## src/hw/rtl/lwbc_pkg.sv

```systemverilog
// Package for the LRU write-back block cache directory.
// It holds the request and command codes and the control/status structs that pass between
// the controller and the datapath. It depends on nothing.
package lwbc_pkg;

	localparam int MODE_W         = 2;
	localparam int BLOCK_NUMBER_W = 24;
	localparam int ACTION_W       = 3;
	localparam int SLOT_W         = 4;
	localparam int IN_TDATA_W     = 32;
	localparam int OUT_TDATA_W    = 32;

	typedef enum logic [MODE_W-1:0] {
		MODE_READ     = 2'd0,
		MODE_WRITE    = 2'd1,
		MODE_SYNC_ALL = 2'd2,
		MODE_SYNC_ONE = 2'd3
	} mode_t;

	typedef enum logic [ACTION_W-1:0] {
		ACT_SERVE = 3'd0,
		ACT_FILL  = 3'd1,
		ACT_WBACK = 3'd2,
		ACT_TAKE  = 3'd3,
		ACT_NONE  = 3'd4
	} action_t;

	// which result the datapath loads into the output register
	typedef enum logic [1:0] {
		EM_VICTIM = 2'd0,
		EM_FILL   = 2'd1,
		EM_FINAL  = 2'd2,
		EM_SYNC   = 2'd3
	} emit_sel_t;

	typedef struct packed {
		logic      accept;
		logic      lookup;
		logic      decide;
		logic      emit;
		emit_sel_t emit_sel;
	} lwbc_cmd_t;

	typedef struct packed {
		mode_t mode;
		logic  hit;
		logic  evict_dirty;
		logic  sync_last;
		logic  out_free;
	} lwbc_status_t;

endpackage

```

## src/hw/rtl/lwbc_ctrl.sv

```systemverilog
// Controller state machine of the block cache directory.
// Sequences lookup, decision and the result list of one request; uses lwbc_pkg.
module lwbc_ctrl import lwbc_pkg::*; (
	input  logic         clk,
	input  logic         arst_n,
	input  logic         in_valid,
	output logic         in_ready,
	input  lwbc_status_t status,
	output lwbc_cmd_t    cmd
);

	typedef enum logic [6:0] {
		ST_IDLE   = 7'b0000001,
		ST_LOOKUP = 7'b0000010,
		ST_DECIDE = 7'b0000100,
		ST_WBACK  = 7'b0001000,
		ST_FILL   = 7'b0010000,
		ST_FINAL  = 7'b0100000,
		ST_SYNC   = 7'b1000000
	} state_t;

	state_t state_q, state_d;
	logic   rd_or_wr;

	assign rd_or_wr = (status.mode == MODE_READ) || (status.mode == MODE_WRITE);

	always_comb begin
		state_d      = state_q;
		cmd          = '0;
		cmd.emit_sel = EM_FINAL;
		in_ready     = 1'b0;
		unique case (state_q)
			ST_IDLE: begin
				in_ready = 1'b1;
				if (in_valid) begin
					cmd.accept = 1'b1;
					state_d    = ST_LOOKUP;
				end
			end
			ST_LOOKUP: begin
				cmd.lookup = 1'b1;
				state_d    = (status.mode == MODE_SYNC_ALL) ? ST_SYNC : ST_DECIDE;
			end
			ST_DECIDE: begin
				cmd.decide = 1'b1;
				if (rd_or_wr && !status.hit && status.evict_dirty)
					state_d = ST_WBACK;
				else if (status.mode == MODE_READ && !status.hit)
					state_d = ST_FILL;
				else
					state_d = ST_FINAL;
			end
			ST_WBACK: begin
				cmd.emit_sel = EM_VICTIM;
				if (status.out_free) begin
					cmd.emit = 1'b1;
					state_d  = (status.mode == MODE_READ) ? ST_FILL : ST_FINAL;
				end
			end
			ST_FILL: begin
				cmd.emit_sel = EM_FILL;
				if (status.out_free) begin
					cmd.emit = 1'b1;
					state_d  = ST_FINAL;
				end
			end
			ST_FINAL: begin
				cmd.emit_sel = EM_FINAL;
				if (status.out_free) begin
					cmd.emit = 1'b1;
					state_d  = ST_IDLE;
				end
			end
			ST_SYNC: begin
				cmd.emit_sel = EM_SYNC;
				if (status.out_free) begin
					cmd.emit = 1'b1;
					if (status.sync_last)
						state_d = ST_IDLE;
				end
			end
			default: state_d = ST_IDLE;
		endcase
	end

	always_ff @(posedge clk or negedge arst_n) begin
		if (!arst_n)
			state_q <= ST_IDLE;
		else
			state_q <= state_d;
	end

endmodule

```

## src/hw/rtl/lwbc_dp.sv

```systemverilog
// Datapath of the block cache directory: tags, valid/dirty bits, LRU ranks,
// tag match, victim choice and the output register. Uses lwbc_pkg.
module lwbc_dp import lwbc_pkg::*; #(
	parameter int ENTRIES    = 16,
	parameter int BLOCK_BITS = 24
) (
	input  logic                      clk,
	input  logic                      arst_n,
	input  lwbc_cmd_t                 cmd,
	output lwbc_status_t              status,
	input  mode_t                     in_mode,
	input  logic [BLOCK_NUMBER_W-1:0] in_block_number,
	output logic                      out_valid,
	input  logic                      out_ready,
	output action_t                   out_action,
	output logic [SLOT_W-1:0]         out_slot,
	output logic [BLOCK_NUMBER_W-1:0] out_disk_block,
	output logic                      out_last
);

	localparam int IDX_W = $clog2(ENTRIES);
	localparam int CNT_W = $clog2(ENTRIES + 1);
	localparam int TAG_W = (BLOCK_BITS < BLOCK_NUMBER_W) ? BLOCK_BITS : BLOCK_NUMBER_W;

	logic [TAG_W-1:0]   tag_q [ENTRIES];
	logic [ENTRIES-1:0] valid_q, valid_d, dirty_q, dirty_d;
	logic [IDX_W-1:0]   rank_q [ENTRIES];
	logic [IDX_W-1:0]   rank_d [ENTRIES];
	logic [CNT_W-1:0]   occ_q, occ_d;
	logic [ENTRIES-1:0] hit_vec_q, hit_vec_d, pend_q, pend_d;
	mode_t              mode_q;
	logic [TAG_W-1:0]   blk_q, vic_tag_q, rd_tag;
	logic [IDX_W-1:0]   slot_q;
	logic               so_wb_q;

	logic [IDX_W-1:0]   hit_idx, free_idx, lru_idx, pend_idx, sel, rd_idx;
	logic               hit, full, do_touch;
	logic [ENTRIES-1:0] pend_rest;

	logic                      out_valid_q, out_last_q;
	action_t                   out_act_q, em_act;
	logic [SLOT_W-1:0]         out_slot_q, em_slot;
	logic [BLOCK_NUMBER_W-1:0] out_blk_q, em_blk;
	logic                      em_last;

	// lowest-index encoders
	always_comb begin
		hit_idx  = '0;
		free_idx = '0;
		lru_idx  = '0;
		pend_idx = '0;
		for (int i = ENTRIES - 1; i >= 0; i--) begin
			if (hit_vec_q[i])
				hit_idx = IDX_W'(i);
			if (!valid_q[i])
				free_idx = IDX_W'(i);
			if (valid_q[i] && rank_q[i] == '0)
				lru_idx = IDX_W'(i);
			if (pend_q[i])
				pend_idx = IDX_W'(i);
		end
	end

	assign hit       = |hit_vec_q;
	assign full      = (occ_q == CNT_W'(ENTRIES));
	assign sel       = hit ? hit_idx : (full ? lru_idx : free_idx);
	assign pend_rest = pend_q & ~(ENTRIES'(1) << pend_idx);
	assign rd_idx    = (cmd.emit_sel == EM_SYNC) ? pend_idx : lru_idx;
	assign rd_tag    = tag_q[rd_idx];

	always_comb begin
		for (int i = 0; i < ENTRIES; i++)
			hit_vec_d[i] = valid_q[i] && (tag_q[i] == blk_q);
	end

	// directory update
	always_comb begin
		valid_d  = valid_q;
		dirty_d  = dirty_q;
		rank_d   = rank_q;
		occ_d    = occ_q;
		pend_d   = pend_q;
		do_touch = 1'b0;
		if (cmd.lookup)
			pend_d = valid_q & dirty_q;
		if (cmd.decide) begin
			unique case (mode_q)
				MODE_READ, MODE_WRITE: begin
					if (hit) begin
						do_touch = 1'b1;
						if (mode_q == MODE_WRITE)
							dirty_d[hit_idx] = 1'b1;
					end else if (!full) begin
						valid_d[free_idx] = 1'b1;
						dirty_d[free_idx] = (mode_q == MODE_WRITE);
						rank_d[free_idx]  = IDX_W'(occ_q);
						occ_d             = occ_q + CNT_W'(1);
					end else begin
						do_touch         = 1'b1;
						dirty_d[lru_idx] = (mode_q == MODE_WRITE);
					end
				end
				MODE_SYNC_ONE: begin
					if (hit)
						dirty_d[hit_idx] = 1'b0;
				end
				MODE_SYNC_ALL: ;
			endcase
		end
		if (do_touch) begin
			for (int i = 0; i < ENTRIES; i++)
				if (valid_q[i] && IDX_W'(i) != sel && rank_q[i] > rank_q[sel])
					rank_d[i] = rank_q[i] - IDX_W'(1);
			rank_d[sel] = IDX_W'(occ_q - CNT_W'(1));
		end
		if (cmd.emit && cmd.emit_sel == EM_SYNC && (|pend_q)) begin
			dirty_d[pend_idx] = 1'b0;
			pend_d            = pend_rest;
		end
	end

	// result selection
	always_comb begin
		em_act  = ACT_NONE;
		em_slot = '0;
		em_blk  = '0;
		em_last = 1'b1;
		unique case (cmd.emit_sel)
			EM_VICTIM: begin
				em_act  = ACT_WBACK;
				em_slot = SLOT_W'(slot_q);
				em_blk  = BLOCK_NUMBER_W'(vic_tag_q);
				em_last = 1'b0;
			end
			EM_FILL: begin
				em_act  = ACT_FILL;
				em_slot = SLOT_W'(slot_q);
				em_blk  = BLOCK_NUMBER_W'(blk_q);
				em_last = 1'b0;
			end
			EM_FINAL: begin
				unique case (mode_q)
					MODE_READ:  em_act = ACT_SERVE;
					MODE_WRITE: em_act = ACT_TAKE;
					MODE_SYNC_ONE, MODE_SYNC_ALL: em_act = so_wb_q ? ACT_WBACK : ACT_NONE;
				endcase
				if (em_act != ACT_NONE) begin
					em_slot = SLOT_W'(slot_q);
					em_blk  = BLOCK_NUMBER_W'(blk_q);
				end
			end
			EM_SYNC: begin
				if (|pend_q) begin
					em_act  = ACT_WBACK;
					em_slot = SLOT_W'(pend_idx);
					em_blk  = BLOCK_NUMBER_W'(rd_tag);
					em_last = ~(|pend_rest);
				end
			end
		endcase
	end

	always_ff @(posedge clk or negedge arst_n) begin
		if (!arst_n) begin
			valid_q     <= '0;
			dirty_q     <= '0;
			occ_q       <= '0;
			pend_q      <= '0;
			hit_vec_q   <= '0;
			mode_q      <= MODE_READ;
			so_wb_q     <= 1'b0;
			out_valid_q <= 1'b0;
			for (int i = 0; i < ENTRIES; i++)
				rank_q[i] <= '0;
		end else begin
			valid_q <= valid_d;
			dirty_q <= dirty_d;
			occ_q   <= occ_d;
			pend_q  <= pend_d;
			rank_q  <= rank_d;
			if (cmd.accept)
				mode_q <= in_mode;
			if (cmd.lookup)
				hit_vec_q <= hit_vec_d;
			if (cmd.decide)
				so_wb_q <= (mode_q == MODE_SYNC_ONE) && hit && dirty_q[hit_idx];
			if (cmd.emit)
				out_valid_q <= 1'b1;
			else if (out_ready)
				out_valid_q <= 1'b0;
		end
	end

	always_ff @(posedge clk) begin
		if (cmd.accept)
			blk_q <= in_block_number[TAG_W-1:0];
		if (cmd.decide) begin
			slot_q    <= sel;
			vic_tag_q <= rd_tag;
			if ((mode_q == MODE_READ || mode_q == MODE_WRITE) && !hit)
				tag_q[sel] <= blk_q;
		end
		if (cmd.emit) begin
			out_act_q  <= em_act;
			out_slot_q <= em_slot;
			out_blk_q  <= em_blk;
			out_last_q <= em_last;
		end
	end

	assign status.mode        = mode_q;
	assign status.hit         = hit;
	assign status.evict_dirty = full && dirty_q[lru_idx];
	assign status.sync_last   = ~(|pend_rest);
	assign status.out_free    = !out_valid_q || out_ready;

	assign out_valid      = out_valid_q;
	assign out_action     = out_act_q;
	assign out_slot       = out_slot_q;
	assign out_disk_block = out_blk_q;
	assign out_last       = out_last_q;

endmodule

```

## src/hw/rtl/lru_write_back_block_cache_directory_core.sv

```systemverilog
// Fully associative write-back block cache directory with LRU replacement. One request
// (read, write, sync all, sync one) is taken at a time; it passes through input capture,
// tag match and, except for sync all, the decision that updates tags, dirty bits and LRU
// ranks. Each result then goes through the single output register, which loads a new
// result only while it is empty or being taken by the sink. A read or write hit gives one
// result, a write miss one or two, a read miss two or three (one more when a dirty victim
// is written back), a sync one a single result, and a sync all one per dirty slot (at
// least one). The next request is taken as soon as the last result of the previous one
// sits in the output register. There is no clearing pass: reset clears the valid, dirty
// and rank flops directly. Depends on lwbc_pkg, lwbc_ctrl and lwbc_dp.
module lru_write_back_block_cache_directory_core import lwbc_pkg::*; #(
	parameter int ENTRIES    = 16,
	parameter int BLOCK_BITS = 24
) (
	input  logic                   clk,
	input  logic                   arst_n,
	input  logic                   s_axis_tvalid,
	output logic                   s_axis_tready,
	input  logic [IN_TDATA_W-1:0]  s_axis_tdata,  // mode[1:0], block_number[25:2]
	output logic                   m_axis_tvalid,
	input  logic                   m_axis_tready,
	output logic [OUT_TDATA_W-1:0] m_axis_tdata,  // action[2:0], slot[6:3], disk_block[30:7]
	output logic                   m_axis_tlast
);

	lwbc_cmd_t                 cmd;
	lwbc_status_t              status;
	action_t                   action;
	logic [SLOT_W-1:0]         slot;
	logic [BLOCK_NUMBER_W-1:0] disk_block;

	lwbc_ctrl u_ctrl (
		.clk      (clk),
		.arst_n   (arst_n),
		.in_valid (s_axis_tvalid),
		.in_ready (s_axis_tready),
		.status   (status),
		.cmd      (cmd)
	);

	lwbc_dp #(
		.ENTRIES    (ENTRIES),
		.BLOCK_BITS (BLOCK_BITS)
	) u_dp (
		.clk             (clk),
		.arst_n          (arst_n),
		.cmd             (cmd),
		.status          (status),
		.in_mode         (mode_t'(s_axis_tdata[MODE_W-1:0])),
		.in_block_number (s_axis_tdata[MODE_W+BLOCK_NUMBER_W-1:MODE_W]),
		.out_valid       (m_axis_tvalid),
		.out_ready       (m_axis_tready),
		.out_action      (action),
		.out_slot        (slot),
		.out_disk_block  (disk_block),
		.out_last        (m_axis_tlast)
	);

	assign m_axis_tdata = {
		{(OUT_TDATA_W - ACTION_W - SLOT_W - BLOCK_NUMBER_W){1'b0}},
		disk_block, slot, action
	};

endmodule
```

## config.mk

```make
export PLATFORM = sky130hd
export DESIGN_NAME = lru_write_back_block_cache_directory_core
export DESIGN_NICKNAME = d
export VERILOG_FILES = /design/src/hw/rtl/lwbc_pkg.sv /design/src/hw/rtl/lwbc_ctrl.sv /design/src/hw/rtl/lwbc_dp.sv /design/src/hw/rtl/lru_write_back_block_cache_directory_core.sv
export SDC_FILE = /design/constraint.sdc
export NUM_CORES = 2
export LEC_CHECK = 0
export ABC_AREA = 1
export BUFFER_PORTS_ARGS = -buffer_cell sky130_fd_sc_hd__buf_2
export CAP_MARGIN = 20
export CORE_MARGIN = 5
export CORE_UTILIZATION = 45
export CTS_CLUSTER_SIZE = 14
export DETAILED_ROUTE_END_ITERATION = 8
export HOLD_SLACK_MARGIN = 0.03
export SYNTH_ARGS = -nofsm -noshare
export SYNTH_HDL_FRONTEND = slang
export SYNTH_SLANG_ARGS = --single-unit
```

## constraint.sdc

```tcl
create_clock -name clk -period 7.3 [get_ports clk]
set_input_delay 1.46 -clock clk [delete_from_list [all_inputs] [get_ports clk]]
set_output_delay 1.46 -clock clk [all_outputs]
set_load 0.1 [all_outputs]
```

==> key figures <==
Power
  – Power Dens Cells: 313 nW/um2
  – Clock share of power: a little over a quarter
  – Peak supply drop: between 200 and 250 uV
  – Leakage Power: around 18 nW
  – Switching fraction of total power: between 40% and 50%
  – Int Power: 7.53 mW
  – Switch Pwr: 5.33 mW
  – Combinational fraction of design power: around two fifths
  – Sequential Power Share: ~34%
  – Tot Pwr: about 13 mW

STA
  – Final period util: between 80% and 90%
  – Final hold slack: 0.484 ns
  – Clock Skews: 0.0183 ns
  – Setup TNS Final: 0 ns
  – Unrepaired setup endpoints after global routing: false
  – Peak Freq: roughly 0.16 GHz
  – Final hold violation count: 0
  – Final setup fails: 0
  – Slew Viols, Final: 0
  – Worst-Margin Slew: about 1.1 ns
  – Max transition margin: roughly 24%
  – Min Tclk post-route: 6.11 ns

Die
  – Core Area: 82100 um2
  – Die footprint: about 89000 um2
  – Number of core rows: between 100 and 150
  – Die width: ~300 um
  – Die height: 298 um
  – I/O pin cnt: just over 70
  – Starting Density: a little under half

Logic synthesis
  – Asr flop ratio synth: a little under a quarter
  – Area fraction of the dominant cell type after synthesis: between 30% and 40%
  – Synth Net Count: between 4000 and 5000
  – Yosys cell types: 69
  – EDFF count, synth: about 470
  – Top post-synthesis cells by area: edfxtp_1 (38%), dfrtp_1 (9.6%), nand2_1 (9.3%)
  – Post-synthesis sequential area ratio: around 47%
  – Post-synthesis register bit count: roughly 600
  – Mapped cell area: roughly 37000 um2
  – Post-Synthesis Cells: 4424
  – Syn_area_per_cell: approximately 8.4 um2
  – Top FF cell, synth: edfxtp_1
  – Yosys top cell by area: edfxtp_1
  – YS warnings: 0

Min path
  – Hold_sp: u_dp.so_wb_q
  – Hold depth: 2
  – WHS Endpoint: u_dp.so_wb_q
  – Worst min-delay path class: reg2reg

Global routing
  – Global-route wire length before repair: 196000 um
  – Vias in the first global route: roughly 31000
  – Initial antenna violation count: 2
  – Largest net degree at the start of global routing: approximately 140
  – Tot GR Track Use: ~29%
  – GRT overflow: 0
  – Met3 Usage GRT: approximately 4.7%
  – Most Used Layer, Global Route: met2
  – Grt met2 use: 45.0%
  – Grt met1 use: about two fifths

Worst setup path
  – Critical Path AT: 6.63 ns
  – R2R setup slack: roughly 1.2 ns
  – CP startpoint: u_dp.valid_q[15]
  – CP max-delay cell: dfrtp_1
  – Crit Path Class: reg2reg
  – Worst path max stage delay: about 0.76 ns
  – CP Capture Type: flop
  – CP max FO: 13
  – R2R cell count: 35
  – Critical R2R Capture: u_dp.rank_q[4]
  – Startpoint types: flop
  – Worst Path Buf+Inv: 3
  – Family with the most delay on the worst path: simple AND/OR/NAND/NOR gates
  – Reg2Reg Launch Point: u_dp.valid_q[15]
  – Required time worst endpoint: between 7 and 8 ns
  – CP dominant cell by count: nand2_1

Detailed routing
  – WL/cell: 23.7 um
  – DRC viols: 0
  – DR iter-0 viols: roughly 3900
  – WL final: 132000 um
  – Detailed Routing Iterations Pass 1: 6
  – Vias per cell: around 5.9
  – Final ANT Viol Nets: 0
  – DR vias: roughly 33000

Clocking
  – Clk_lat worst skew: 0.64 ns
  – Clk Tree Root Cell: clkbuf_16
  – Inserted Clock Buffers: 73
  – CTS tree: yes
  – CTS Buffer Depth: 3
  – H-tree Lvls: 3
  – Reg clk slew, reported paths: around 0.060 ns
  – Post-CTS Setup Inserts: 0
  – CTS sink cnt: roughly 610
  – Cts hold-fix bufs: 0
  – Post-CTS Resized: 0

Final layout
  – Area occupied by multi-input gates: 16400 um2
  – Area growth, synth to finish: 10.5%
  – Layout filler cell count: approximately 8000
  – Nets@finish: approximately 4600
  – Diodes inserted: 0
  – Finished Layout Cells: between 5000 and 6000
  – Sequential Area: 17700 um2
  – Layout cells sized above 1: slightly below 9%

Flow run
  – Max-Cap Viols: 0

Run status
  – Outcome: complete, no violations

Placement
  – Gpl congestion: between 0.9 and 1
  – I/O Buffers: 63
  – Placed wire-length estimate: slightly above 90000 um
  – Cells after DPL: approximately 5400
## placed cells by master, fill, tap and decap left out, drive strengths merged, types with 2 or more instances in the layout
cell and count:
clkinvlp 2, nand4 63, dfrtp 143, inv 624
a31oi 5, o32ai 6, nand3 592, clkinv 39
nor4 47, xor2 134, clkbuf 97, o22ai 165
a2111oi 10, xnor2 44, nand2 955, nor2 246
a221oi 31, or4 5, nand3b 12, buf 159
or2 10, o21bai 15, a21oi 171, a311oi 3
nor3 39, o2111ai 32, ha 99, o211ai 34
edfxtp 468, a22oi 4, a211oi 7, o221ai 12
o31ai 4, o21a 9, o21ai 209
## state kept, by name, summed over array words and instances, names as in the netlist, 5 cells and up
name	flops
u_dp.blk_q	24
u_dp.hit_vec_q	16
u_dp.rank_q	64
u_dp.tag_q	384
u_dp.occ_q	5
u_dp.dirty_q	16
u_dp.valid_q	16
u_dp.out_disk_block	24
u_dp.vic_tag_q	24
u_ctrl.state_q	7
u_dp.pend_q	16
## worst reg2reg max path, delay by kind of cell, from the launching register on
family / cells / cell delay, ns
fa+ha+maj: 1 / 0.33
compound gates: 6 / 1.39
buf+inv: 3 / 0.57
flops: 1 / 0.76
simple gates: 25 / 2.92
## how the worst max path moves through the flow
stage	to	slack (ns)	cells past startpoint
5_1_grt	u_dp.rank_q[9]	0.85	35
4_1_cts	u_dp.rank_q[4]	1.28	34
3_5_place_dp	u_dp.rank_q[4]	1.32	34
3_3_place_gp	u_dp.rank_q[5]	1.37	34
6_report	u_dp.rank_q[4]	1.19	35
2_1_floorplan	u_dp.rank_q[5]	2.45	25
## cell families (layout without fill, tap and decap cells)
kind of cell             Yosys count  count (layout)  synth area share (%)
AND/OR/NAND/NOR                 1969            1969                  24.1
buffers and inverters            844             922                  8.90
AO/OA/AOI/OAI                    720             720                  12.1
flip-flops                       612             612                  47.4
XOR/XNOR                         178             178                  4.19
adder cells (fa/ha/maj)           99              99                  3.33
other                              1               1                0.0101
multiplexers                       1               1                0.0302
## cell type report
cell class                      instances  share of cell area, %
Clock buffer                           97                   4.94
Clock inverter                         35                  0.548
Inverter                              631                   5.82
Multi-Input combinational cell       2968                   39.8
Sequential cell                       612                   42.9
Tap cell                             1070                   3.25
Timing Repair Buffer                  159                   2.67
## stage by stage
step | util (%) | cell area [um2] | worst slack [ns]
finish | 50.1 | 41100 | 1.19
floorplan | - | 37200 | 2.45
detailed placement | 47.3 | 38900 | 1.32
CTS | 50.1 | 41100 | 1.28
global route | 50.1 | 41100 | 0.846
global placement | 47.3 | 38900 | 1.37
## synthesized netlist by cell type (8+ instances only)
library cell	n
nand2_2	11
dfrtp_1	143
xor2_1	134
ha_1	99
nor2_1	233
nand2_4	17
edfxtp_1	468
a21oi_1	165
o22ai_1	163
or2_2	9
nand3_1	592
nand2_1	923
nor4_1	43
xnor2_1	44
o21a_1	9
nand3b_1	12
clkbuf_1	126
inv_2	23
clkinv_1	8
buf_1	20
o2111ai_1	32
a221oi_1	30
nor3_1	36
buf_2	58
o21bai_1	15
o21ai_1	25
nand4_1	62
inv_1	592
o21ai_0	178
o211ai_1	33
a2111oi_0	10
o221ai_1	12
## power by group through the flow
stage | logic [mW] | clock network (mW) | registers [mW]
floorplan | 3.16 | 0 | 4.46
global placement | 4.89 | 0 | 4.38
detailed placement | 4.94 | 0 | 4.38
CTS | 4.96 | 3.57 | 4.32
global route | 5.50 | 3.70 | 4.34
finish | 5.02 | 3.51 | 4.32
## metal layers
layer	wire length [um]	share of wire (%)
met5	29	0.022
met4	6750	5.1
met3	10900	8.3
met2	59300	45
met1	54900	42
(Power assumes the default switching activity.)
